**src/hdl/ctbs_pkg.sv**
```systemverilog
// Shared constants and helpers for the comb-then-bubble sorter.
// Depends on nothing; used by comb_then_bubble_sorter_unit.
`default_nettype none

package ctbs_pkg;

  localparam int unsigned MAX_ITEMS_DEFAULT = 64;
  localparam int unsigned VALUE_W           = 7;

  // gap_next = floor(gap * GAP_NUM / GAP_DEN), taken as a reciprocal multiply plus one fix-up
  localparam int unsigned GAP_NUM     = 1000;
  localparam int unsigned GAP_NUM_W   = 10;
  localparam int unsigned GAP_DEN     = 1247;
  localparam int unsigned RECIP_SHIFT = 20;
  localparam int unsigned RECIP_W     = 20;
  localparam int unsigned GAP_RECIP   = (GAP_NUM << RECIP_SHIFT) / GAP_DEN;

  // v / 10 as (v * 205) >> 11, exact for every 7-bit v
  localparam int unsigned TENS_MUL   = 205;
  localparam int unsigned TENS_SHIFT = 11;
  localparam int unsigned TENS_PW    = 15;

  function automatic logic [3:0] tens_digit(input logic [VALUE_W-1:0] v);
    logic [TENS_PW-1:0] p;
    p = TENS_PW'(v) * TENS_PW'(TENS_MUL);
    return p[TENS_PW-1:TENS_SHIFT];
  endfunction

endpackage

`default_nettype wire

```
**src/hdl/ctbs_ram.sv**
```systemverilog
// Generic RAM: one write port, two read ports with registered read data.
// Depends on nothing.
`default_nettype none

module ctbs_ram #(
  parameter int unsigned WIDTH = 8,
  parameter int unsigned DEPTH = 64
) (
  input  wire logic                                     clk,
  input  wire logic                                     we,
  input  wire logic [((DEPTH > 1) ? $clog2(DEPTH) : 1)-1:0] waddr,
  input  wire logic [WIDTH-1:0]                         wdata,
  input  wire logic [((DEPTH > 1) ? $clog2(DEPTH) : 1)-1:0] raddr_a,
  input  wire logic [((DEPTH > 1) ? $clog2(DEPTH) : 1)-1:0] raddr_b,
  output logic      [WIDTH-1:0]                         rdata_a,
  output logic      [WIDTH-1:0]                         rdata_b
);

  logic [WIDTH-1:0] mem [DEPTH];

  always_ff @(posedge clk) begin
    if (we) begin
      mem[waddr] <= wdata;
    end
    rdata_a <= mem[raddr_a];
    rdata_b <= mem[raddr_b];
  end

endmodule

`default_nettype wire

```
**src/hdl/comb_then_bubble_sorter_unit.sv**
```systemverilog
// Top level of the comb-then-bubble sorter: load, comb pre-pass on tens digit,
// bubble finish, ordered readout. Depends on ctbs_pkg and ctbs_ram.
//
//  channel  | handshake                  | payload
//  ---------+----------------------------+--------------------------------
//  item     | item_valid / item_ready    | value[6:0], last
//  result   | result_valid / result_ready| sorted_value[6:0], final_res, dropped
//
// Loading accepts one transaction per cycle; item_ready is high only while loading.
// Sorting uses one compare unit on a two-read RAM: a compare steps through CB_RD and
// CB_CMP, a swap adds CB_SWAP, and each comb gap update steps through GAP_MUL, GAP_QUOT
// and GAP_FIX. Bubble finish is n(n-1)/2 compares.
// Readout steps through OUT_RD, OUT_LOAD and OUT_HOLD per result; OUT_HOLD waits for result_ready.
// Reset returns to loading with an empty set; the store itself is not cleared.
`default_nettype none

module comb_then_bubble_sorter_unit #(
  parameter int unsigned MAX_ITEMS = ctbs_pkg::MAX_ITEMS_DEFAULT
) (
  input  wire logic                         clk,
  input  wire logic                         rst,
  input  wire logic                         item_valid,
  output logic                              item_ready,
  input  wire logic [ctbs_pkg::VALUE_W-1:0] value,
  input  wire logic                         last,
  output logic                              result_valid,
  input  wire logic                         result_ready,
  output logic      [ctbs_pkg::VALUE_W-1:0] sorted_value,
  output logic                              final_res,
  output logic                              dropped
);

  localparam int unsigned AW = (MAX_ITEMS > 1) ? $clog2(MAX_ITEMS) : 1;
  localparam int unsigned CW = $clog2(MAX_ITEMS + 1);
  localparam int unsigned PW = CW + ctbs_pkg::RECIP_W;
  localparam int unsigned XW = CW + ctbs_pkg::GAP_NUM_W;

  typedef enum logic [3:0] {
    LOAD, CB_START, GAP_MUL, GAP_QUOT, GAP_FIX, CB_RD, CB_CMP, CB_SWAP, CB_END,
    BB_START, OUT_RD, OUT_LOAD, OUT_HOLD
  } state_t;

  state_t state;

  logic [CW-1:0] count;
  logic          overflow;
  logic          bubble;
  logic [CW-1:0] gap;
  logic [CW-1:0] limit;
  logic [CW-1:0] last_swap;
  logic [CW-1:0] idx;
  logic [PW-1:0] gap_prod;
  logic [CW-1:0] gap_q;
  logic [ctbs_pkg::VALUE_W-1:0] held;

  logic                         ram_we;
  logic [AW-1:0]                ram_waddr;
  logic [ctbs_pkg::VALUE_W-1:0] ram_wdata;
  logic [ctbs_pkg::VALUE_W-1:0] rd_a;
  logic [ctbs_pkg::VALUE_W-1:0] rd_b;

  logic [CW:0]   idx_far;
  logic          pass_more;
  logic          swap_hit;
  logic          store_full;
  logic [XW-1:0] gap_rem;
  logic [CW-1:0] gap_fixed;
  logic [CW-1:0] gap_new;
  logic [CW-1:0] end_limit;

  assign item_ready   = (state == LOAD);
  assign result_valid = (state == OUT_HOLD);

  assign idx_far    = (CW+1)'(idx) + (CW+1)'(gap);
  assign pass_more  = idx_far < (CW+1)'(limit);
  assign store_full = (count >= CW'(MAX_ITEMS));
  assign swap_hit   = bubble ? (rd_a > rd_b)
                             : (ctbs_pkg::tens_digit(rd_a) > ctbs_pkg::tens_digit(rd_b));

  assign gap_rem   = XW'(gap) * XW'(ctbs_pkg::GAP_NUM) - XW'(gap_q) * XW'(ctbs_pkg::GAP_DEN);
  assign gap_fixed = (gap_rem >= XW'(ctbs_pkg::GAP_DEN)) ? gap_q + CW'(1) : gap_q;
  assign gap_new   = (gap_fixed == '0) ? CW'(1) : gap_fixed;

  always_comb begin
    if (bubble) begin
      end_limit = limit - CW'(1);
    end else if (gap == CW'(1)) begin
      end_limit = last_swap + CW'(1);
    end else begin
      end_limit = limit;
    end
  end

  always_comb begin
    ram_we    = 1'b0;
    ram_waddr = count[AW-1:0];
    ram_wdata = value;
    case (state)
      LOAD: begin
        ram_we = item_valid && !store_full;
      end
      CB_CMP: begin
        ram_we    = swap_hit;
        ram_waddr = idx[AW-1:0];
        ram_wdata = rd_b;
      end
      CB_SWAP: begin
        ram_we    = 1'b1;
        ram_waddr = idx_far[AW-1:0];
        ram_wdata = held;
      end
      default: begin
        ram_we = 1'b0;
      end
    endcase
  end

  ctbs_ram #(
    .WIDTH (ctbs_pkg::VALUE_W),
    .DEPTH (MAX_ITEMS)
  ) u_store (
    .clk     (clk),
    .we      (ram_we),
    .waddr   (ram_waddr),
    .wdata   (ram_wdata),
    .raddr_a (idx[AW-1:0]),
    .raddr_b (idx_far[AW-1:0]),
    .rdata_a (rd_a),
    .rdata_b (rd_b)
  );

  always_ff @(posedge clk) begin
    if (rst) begin
      state    <= LOAD;
      count    <= '0;
      overflow <= 1'b0;
      bubble   <= 1'b0;
    end else begin
      case (state)
        LOAD: begin
          if (item_valid) begin
            if (!store_full) begin
              count <= count + CW'(1);
            end else begin
              overflow <= 1'b1;
            end
            if (last) begin
              state <= CB_START;
            end
          end
        end
        CB_START: begin
          gap    <= count;
          limit  <= count;
          bubble <= 1'b0;
          idx    <= '0;
          state  <= (count > CW'(1)) ? GAP_MUL : BB_START;
        end
        GAP_MUL: begin
          gap_prod <= PW'(gap) * PW'(ctbs_pkg::GAP_RECIP);
          state    <= GAP_QUOT;
        end
        GAP_QUOT: begin
          gap_q <= CW'(gap_prod >> ctbs_pkg::RECIP_SHIFT);
          state <= GAP_FIX;
        end
        GAP_FIX: begin
          gap       <= gap_new;
          idx       <= '0;
          last_swap <= '0;
          state     <= CB_RD;
        end
        CB_RD: begin
          state <= pass_more ? CB_CMP : CB_END;
        end
        CB_CMP: begin
          if (swap_hit) begin
            held      <= rd_a;
            last_swap <= idx;
            state     <= CB_SWAP;
          end else begin
            idx   <= idx + CW'(1);
            state <= CB_RD;
          end
        end
        CB_SWAP: begin
          idx   <= idx + CW'(1);
          state <= CB_RD;
        end
        CB_END: begin
          idx <= '0;
          if (end_limit > CW'(1)) begin
            limit <= end_limit;
            state <= bubble ? CB_RD : GAP_MUL;
          end else begin
            state <= bubble ? OUT_RD : BB_START;
          end
        end
        BB_START: begin
          bubble <= 1'b1;
          gap    <= CW'(1);
          limit  <= count;
          idx    <= '0;
          state  <= (count > CW'(1)) ? CB_RD : OUT_RD;
        end
        OUT_RD: begin
          state <= OUT_LOAD;
        end
        OUT_LOAD: begin
          sorted_value <= rd_a;
          final_res    <= ((idx + CW'(1)) == count);
          dropped      <= overflow;
          state        <= OUT_HOLD;
        end
        OUT_HOLD: begin
          if (result_ready) begin
            if (final_res) begin
              count    <= '0;
              overflow <= 1'b0;
              bubble   <= 1'b0;
              state    <= LOAD;
            end else begin
              idx   <= idx + CW'(1);
              state <= OUT_RD;
            end
          end
        end
        default: begin
          state <= LOAD;
        end
      endcase
    end
  end

  a_no_overlap: assert property (@(posedge clk) disable iff (rst)
    !(item_ready && result_valid))
    else $error("item_ready and result_valid high together");

  a_count_bound: assert property (@(posedge clk) disable iff (rst)
    count <= CW'(MAX_ITEMS))
    else $error("item count above capacity");

  a_set_cleared: assert property (@(posedge clk) disable iff (rst)
    (result_valid && result_ready && final_res) |=> (count == '0 && !overflow && item_ready))
    else $error("set not cleared after final transaction");

  a_bubble_gap: assert property (@(posedge clk) disable iff (rst)
    (bubble && state == CB_RD) |-> (gap == CW'(1)))
    else $error("bubble pass with gap other than one");

endmodule

`default_nettype wire
```
**config.mk**
```make
export PLATFORM = sky130hd
export DESIGN_NAME = comb_then_bubble_sorter_unit
export DESIGN_NICKNAME = d
export VERILOG_FILES = /design/src/hdl/ctbs_pkg.sv /design/src/hdl/ctbs_ram.sv /design/src/hdl/comb_then_bubble_sorter_unit.sv
export SDC_FILE = /design/constraint.sdc
export NUM_CORES = 1
export LEC_CHECK = 0
export BUFFER_PORTS_ARGS = -buffer_cell sky130_fd_sc_hd__buf_2
export CAP_MARGIN = 20
export CORE_MARGIN = 3
export CORE_UTILIZATION = 55
export CTS_BUF_LIST = sky130_fd_sc_hd__clkbuf_16
export DETAILED_ROUTE_END_ITERATION = 16
export GPL_TIMING_DRIVEN = 0
export HOLD_SLACK_MARGIN = 0.05
export PLACE_DENSITY = 0.74
export SLEW_MARGIN = 20
export SYNTH_ARGS = -nofsm -noshare
export SYNTH_HDL_FRONTEND = slang
export SYNTH_SLANG_ARGS = --single-unit
```
**constraint.sdc**
```tcl
create_clock -name clk -period 10.3 [get_ports clk]
set_clock_uncertainty 0.2 [all_clocks]
set_input_delay 1.03 -clock clk [delete_from_list [all_inputs] [get_ports clk]]
set_output_delay 1.03 -clock clk [all_outputs]
set_load 0.02 [all_outputs]
```
== Word level (Yosys, flattened, before mapping) ==
Memories as Yosys holds them, arrays and structs flattened. A register that Yosys moved wholly into a read port is not among the register bits.
Index checks and enable logic that the tools add are counted.

* RAM bits: 448
* Output and inout bits: 11
* Memories kept: 1
* Register bits: 90
* Input port bits: 12

{| class="wikitable"
|+ Memories
! name !! depth !! bits a word !! rd ports !! clocked after Yosys merged registers in !! write ports !! RTL line !! source
|-
| u_store.mem || 64 || 7 || 2 || 2 || 1 || ctbs_ram.sv:19 || <nowiki>logic [WIDTH-1:0] mem [DEPTH];</nowiki>
|}

* Reduce and logical (&&, ||, !) cells: 25
* Multiplexer cells: 42
* Equality and inequality tests: 24
* Magnitude comparators: 7
* Multiply operators: 5
* $add $sub $neg: 7
* Bitwise gates (word level): 1

{| class="wikitable"
|+ Operators by type and width
! kind !! count
|-
| 7-bit 2-to-1 mux || 13
|-
| 7-bit one-hot mux with 2 select lines || 4
|-
| 4-bit one-hot mux with 12 select lines || 1
|-
| 4-bit 2-to-1 mux || 8
|-
| 7-bit by 8-bit multiplier with 15-bit output (second input constant) || 2
|-
| 7-bit by 1-bit adder with 7-bit output (second input constant) || 4
|-
| 7-bit one-hot mux with 4 select lines || 1
|-
| 7-bit by 19-bit multiplier with 26-bit output (second input constant) || 1
|-
| 7-bit one-hot mux with 3 select lines || 1
|-
| 4-bit == test (second input constant) || 5
|-
| 17-bit by 11-bit greater-or-equal comparator with 1-bit output (second input constant) || 1
|-
| 7-bit by 11-bit multiplier with 17-bit output (second input constant) || 1
|-
| 17-bit subtractor || 1
|-
| 4-bit by 3-bit == test with 1-bit output (second input constant) || 4
|-
| 3-bit AND reduction || 5
|-
| 5-bit AND reduction || 3
|-
| 7-bit by 1-bit greater-than comparator with 1-bit output (second input constant) || 2
|-
| 7-bit by 7-bit multiplier with 14-bit output (second input constant) || 1
|-
| 2-bit inequality test (second input constant) || 6
|-
| 6-bit one-hot mux with 2 select lines || 1
|-
| 7-bit by 7-bit adder with 8-bit output || 1
|-
| 4-bit by 2-bit == test with 1-bit output (second input constant) || 2
|-
| 8-bit by 7-bit < comparator with 1-bit output || 1
|-
| 2-bit by 1-bit inequality test with 1-bit output (second input constant) || 4
|-
| 23 further kinds || 38
|}

== Logic depth before layout (Yosys ltp) ==
* Depth after elaboration: 7
* Depth in mapped cells: 29
* Mapped depth without buffers: 29

== Hierarchy ==
From an unflattened synthesis, not the netlist that was laid out.

* Cell total of the unflattened synthesis: 2,252
* Area, all modules: 32,346.0 µm²

{| class="wikitable"
|+ Modules (own cells, without submodules)
! module !! instances !! area each (µm²) !! seq. area each (µm²) !! cells an instance
|-
| ctbs_ram || 1 || 21,448.1 || 13,733.2 || 1,105
|-
| comb_then_bubble_sorter_unit || 1 || 10,898.0 || 2,001.9 || 1,147
|}

== Least setup slack after synthesis ==
No wires, ideal clock.

* Kind: reg-to-reg
* Start point: register gap[0]
* End point: register gap[0] (data pin)
* Path slack: 3.280 ns
* Setup time: 0.274 ns
* Arrival time: 6.546 ns
* Cell stages (with the launch flop): 25
* Buffers on the path: 0
* Path through: edfxtp_1 -> fa_1 -> xor2_1 -> ha_1 -> inv_1 -> fa_1 -> fa_1 -> inv_1 -> ha_1 -> inv_1 -> o21bai_1 -> xnor2_1 -> fa_1 -> fa_1 -> inv_1 -> fa_1 -> ha_1 -> a21o_1 -> a41o_1 -> a41o_1 -> a21oi_1 -> nor4_2 -> nand3_1 -> mux2i_1 -> a32oi_1

* Longest elaborated chain between the ends: 7

{| class="wikitable"
|+ Ends and longest elaborated chain
! element !! RTL line !! source
|-
| from (decl) || comb_then_bubble_sorter_unit.sv:48 || <nowiki>logic [CW-1:0] gap;</nowiki>
|-
| from (signal assigned) || comb_then_bubble_sorter_unit.sv:153 || <nowiki>gap <= count;</nowiki>
|-
| from (signal assigned) || comb_then_bubble_sorter_unit.sv:168 || <nowiki>gap <= gap_new;</nowiki>
|-
| 7-bit by 7-bit multiplier with 14-bit output (*) || comb_then_bubble_sorter_unit.sv:80 || <nowiki>assign gap_rem = XW'(gap) * XW'(ctbs_pkg::GAP_NUM) - XW'(gap_q) * XW'(ctbs_pkg::GAP_DEN);</nowiki>
|-
| 17-bit subtractor (*) || comb_then_bubble_sorter_unit.sv:80 ||
|-
| 17-bit by 11-bit greater-or-equal comparator with 1-bit output (*) || comb_then_bubble_sorter_unit.sv:81 || <nowiki>assign gap_fixed = (gap_rem >= XW'(ctbs_pkg::GAP_DEN)) ? gap_q + CW'(1) : gap_q;</nowiki>
|-
| 7-bit 2-to-1 mux (*) || comb_then_bubble_sorter_unit.sv:81 ||
|-
| 7-bit zero test || comb_then_bubble_sorter_unit.sv:82 || <nowiki>assign gap_new = (gap_fixed == '0) ? CW'(1) : gap_fixed;</nowiki>
|-
| 7-bit 2-to-1 mux (*) || comb_then_bubble_sorter_unit.sv:82 ||
|-
| 7-bit one-hot mux with 3 select lines (*) || comb_then_bubble_sorter_unit.sv:139 || <nowiki>case (state)</nowiki>
|}

Mark *: on every way between the ends. The rest lies on a longest branch, timed or not.
A chain may end at the register's enable or synchronous reset.

== Worst setup path in the final report ==
* Start point: register gap[2]
* End point: register gap[0] (data pin)

The elaborated chain is that of the path after synthesis.

==> flow_metrics.py <==
metrics = {
    "die": {
        "std_cell_rows": 87,
        "die-area_um2": 61270,
        "ios": 23,
        "die_x_um": 247.5,
        "die_h_um": 247.5,
        "start_util_pct": 56.25,
        "core-area_um2": 57040,
    },
    "clock_network": {
        "cts_root_buf": "clkbuf_16",
        "clk_path_buf_depth": 3,
        "cts_resized": 0,
        "ctsHoldBuffers": 0,
        "cts_tree": "done",
        "path_clk_slew_ns": 0.06,
        "post_cts_buffers": 0,
        "clock-sinks": 533,
        "clock_latency_ns": 0.63,
        "cts_inserted_buffers": 53,
        "cts.htree.levels": 2,
    },
    "worst_hold_path": {
        "hp-start": "gap_prod[21]$_DFFE_PP_",
        "min_delay_path_depth": 0,
        "hold_end": "gap_q[1]$_DFFE_PP_",
        "hold_path_class": "flop to flop",
    },
    "synthesis": {
        "synth_xor_area_share_pct": 2.102,
        "syn_area_per_cell_um2": 15.30,
        "synthAdderAreaFrac_pct": 15.11,
        "synth-simple-area-share_pct": 4.301,
        "synth_top_family_by_area": "multiplexers",
        "async_flop_share_pct": 0,
        "synthDistinctLibCells": 66,
        "yosys_warnings": 0,
        "synth_mux_area_share_pct": 21.03,
        "synthesis.instances": 2097,
        "synth-compound-area-share_pct": 4.711,
        "syn-cell-area_um2": 32090,
        "synth-edff-count": 506,
        "ys_seq_elements": 533,
        "syn_nets": 2440,
        "synth_seq_area_share_pct": 49.04,
        "synthFlopType": "edfxtp_1",
    },
    "setup_path": {
        "cp_max_fo": 9,
        "crit_arrival_ns": 8.24,
        "worstReg2RegEnd": "gap[0]$_DFFE_PP_",
        "worstRegToRegCells": 24,
        "crit_type": "flop to flop",
        "ff2ff_setup_slack_ns": 2.19,
        "critPathLaunchType": "flop",
        "endpoint_kind": "flop",
        "timing.rr.start": "gap[2]$_DFFE_PP_",
        "cp.required_ns": 10.43,
    },
    "sta": {
        "slew_violations": 0,
        "setup_violations": 0,
        "relSlewSlack_pct": 26.79,
        "hold_viol_final": 0,
        "whs_ns": 0.2174,
        "rsz0062_at_grt": "false",
        "fmax_mhz": 123.3,
        "finalSetupTns_ns": 0,
        "worst_pin_slew_ns": 1.098,
        "fin_crit_sh_pct": 78.74,
        "period_needed_ns": 8.110,
    },
    "drt": {
        "drtIter0Drc": 2340,
        "post_drt_wl_per_cell_um": 27.75,
        "wirelength_um": 82980,
        "dr_total_vias": 19860,
        "ant_nets": 0,
        "viasPerCell": 6.642,
        "drc": 0,
        "first_pass_iters": 5,
    },
    "global_routing": {
        "grt_overflow": 0,
        "grt_pass1_wl_um": 125500,
        "grt.total_usage_pct": 27.76,
        "grt_pass1_vias": 20360,
        "antenna_found_initial": 1,
        "grt_max_degree": 37,
    },
    "placement": {
        "hpwl_um": 60580,
        "dpl-instance-area_um2": 33560,
        "portBuffers": 21,
        "routabilityCongestion": 0.9013,
    },
    "status": {
        "outcome": "complete, no violations",
    },
    "cells_and_area": {
        "syn2layout_area_growth_pct": 10.23,
        "layout.nets": 2531,
        "final_area_um2": 35370,
        "final_layout_size_suffix_gt1_share_pct": 20.51,
    },
    "job": {
        "drv_cap": 0,
    },
}
area by class of cell:
class,instances,area [µm²]
clock buffers,53,1326
flip-flops and latches,533,15740
plain buffers,96,417.9
inverters,206,773.2
fillers,4063,21670
well taps,756,945.9
repair buffers,36,451.7
clock inverters,47,465.4
multi-input cells,1262,15250
diodes,1,2.502
layer usage:
layer	wire [µm]	part of all wire, %	vias up	global-route usage [%]
met5	0	0	-	0
met4	3872	4.7	0	11.35
met3	8178	9.9	220	4.797
met2	40680	49	1207	46.20
met1	30250	36	10110	36.67
li1	-	-	8325	-
synthesized netlist by cell type, drive strengths merged, types with 15 or more instances:
master	n	area, µm²
o21a	21	157.7
a21oi	58	290.3
dfxtp	27	540.5
a21o	19	142.6
nor2	130	488.0
buf	38	200.2
nand3	26	130.1
xnor2	49	429.2
mux2i	26	260.3
inv	205	769.5
ha	237	2965
clkbuf	58	217.7
edfxtp	506	15190
mux4	287	6464
o211ai	15	112.6
nand2	75	281.5
o21ai	51	255.3
xor2	28	245.2
fa	94	1882
nor3	20	100.1
registers in the layout, indices dropped and copies added, names as in the netlist, 4 cells and up:
register         count
count                7
idx                  7
sorted_value         7
limit                7
last_swap            7
state                4
u_store.mem        448
u_store.rdata_b      7
held                 7
gap                  7
gap_prod             7
gap_q                7
u_store.rdata_a      7
cell families after synthesis:
kind of cell,after synthesis
buffers and inverters,302
AO/OA/AOI/OAI,230
adder cells (fa/ha/maj),331
flip-flops,533
XOR/XNOR,77
AND/OR/NAND/NOR,309
multiplexers,315
placed cells by master (no fill, tap or decap), types with 9 or more instances in the layout:
master	synthesis	routed
edfxtp_1	506	506
mux4_2	287	287
ha_1	237	237
inv_1	205	211
nor2_1	130	130
fa_1	94	94
nand2_1	75	75
a21oi_1	58	58
clkbuf_1	58	58
clkbuf_16	0	53
xnor2_1	49	49
buf_2	25	47
o21ai_0	47	40
xor2_1	28	28
dfxtp_1	27	27
nand3_1	26	26
mux2i_1	26	26
o21a_1	21	21
nor3_1	20	20
a21o_1	19	19
o211ai_1	15	15
nor2b_1	14	14
clkinv_2	0	14
a211oi_1	11	11
buf_16	0	10
o21bai_1	9	9
clkinv_1	1	9
buf_1	9	9
through the flow:
step / cells / utilization, % / worst slack [ns]
2_1_floorplan: 2097 / - / 3.280
3_3_place_gp: 2874 / 58.09 / 0.5629
3_5_place_dp: 2888 / 58.84 / 2.224
4_1_cts: 2988 / 61.98 / 2.227
5_1_grt: 2989 / 62.00 / 1.734
6_report: 2990 / 62.01 / 2.190
worst max-delay path, cell delays in order (launching register included):
cell      delay (ns)
edfxtp_1        0.70
inv_1           0.33
ha_1            0.47
ha_1            0.31
inv_1           0.05
fa_1            0.54
inv_1           0.06
fa_1            0.47
ha_1            0.33
a21oi_1         0.24
o21bai_1        0.12
xnor2_1         0.21
fa_1            0.48
fa_1            0.55
inv_1           0.05
fa_1            0.43
ha_1            0.38
a21o_1          0.14
a41o_1          0.15
a41o_1          0.21
a21oi_1         0.09
nor4_2          0.67
nand3_1         0.25
mux2i_1         0.26
a32oi_1         0.13
worst max path at each step:
| stage | start | to | slack [ns] | cells past startpoint |
|---|---|---|---|---|
| 2_1_floorplan | gap[0]$_DFFE_PP_ | gap[0]$_DFFE_PP_ | 3.28 | 24 |
| 3_3_place_gp | state[0]$_SDFFE_PP0P_ | u_store.mem[14][0]$_DFFE_PP_ | 0.56 | 6 |
| 3_5_place_dp | gap[0]$_DFFE_PP_ | gap[0]$_DFFE_PP_ | 2.22 | 24 |
| 4_1_cts | gap[2]$_DFFE_PP_ | gap[0]$_DFFE_PP_ | 2.23 | 24 |
| 5_1_grt | gap[1]$_DFFE_PP_ | gap[0]$_DFFE_PP_ | 1.73 | 25 |
| 6_report | gap[2]$_DFFE_PP_ | gap[0]$_DFFE_PP_ | 2.19 | 24 |
Power is not shown: default switching activity piles up to over one toggle a cycle in this logic, so the estimate is an artifact.
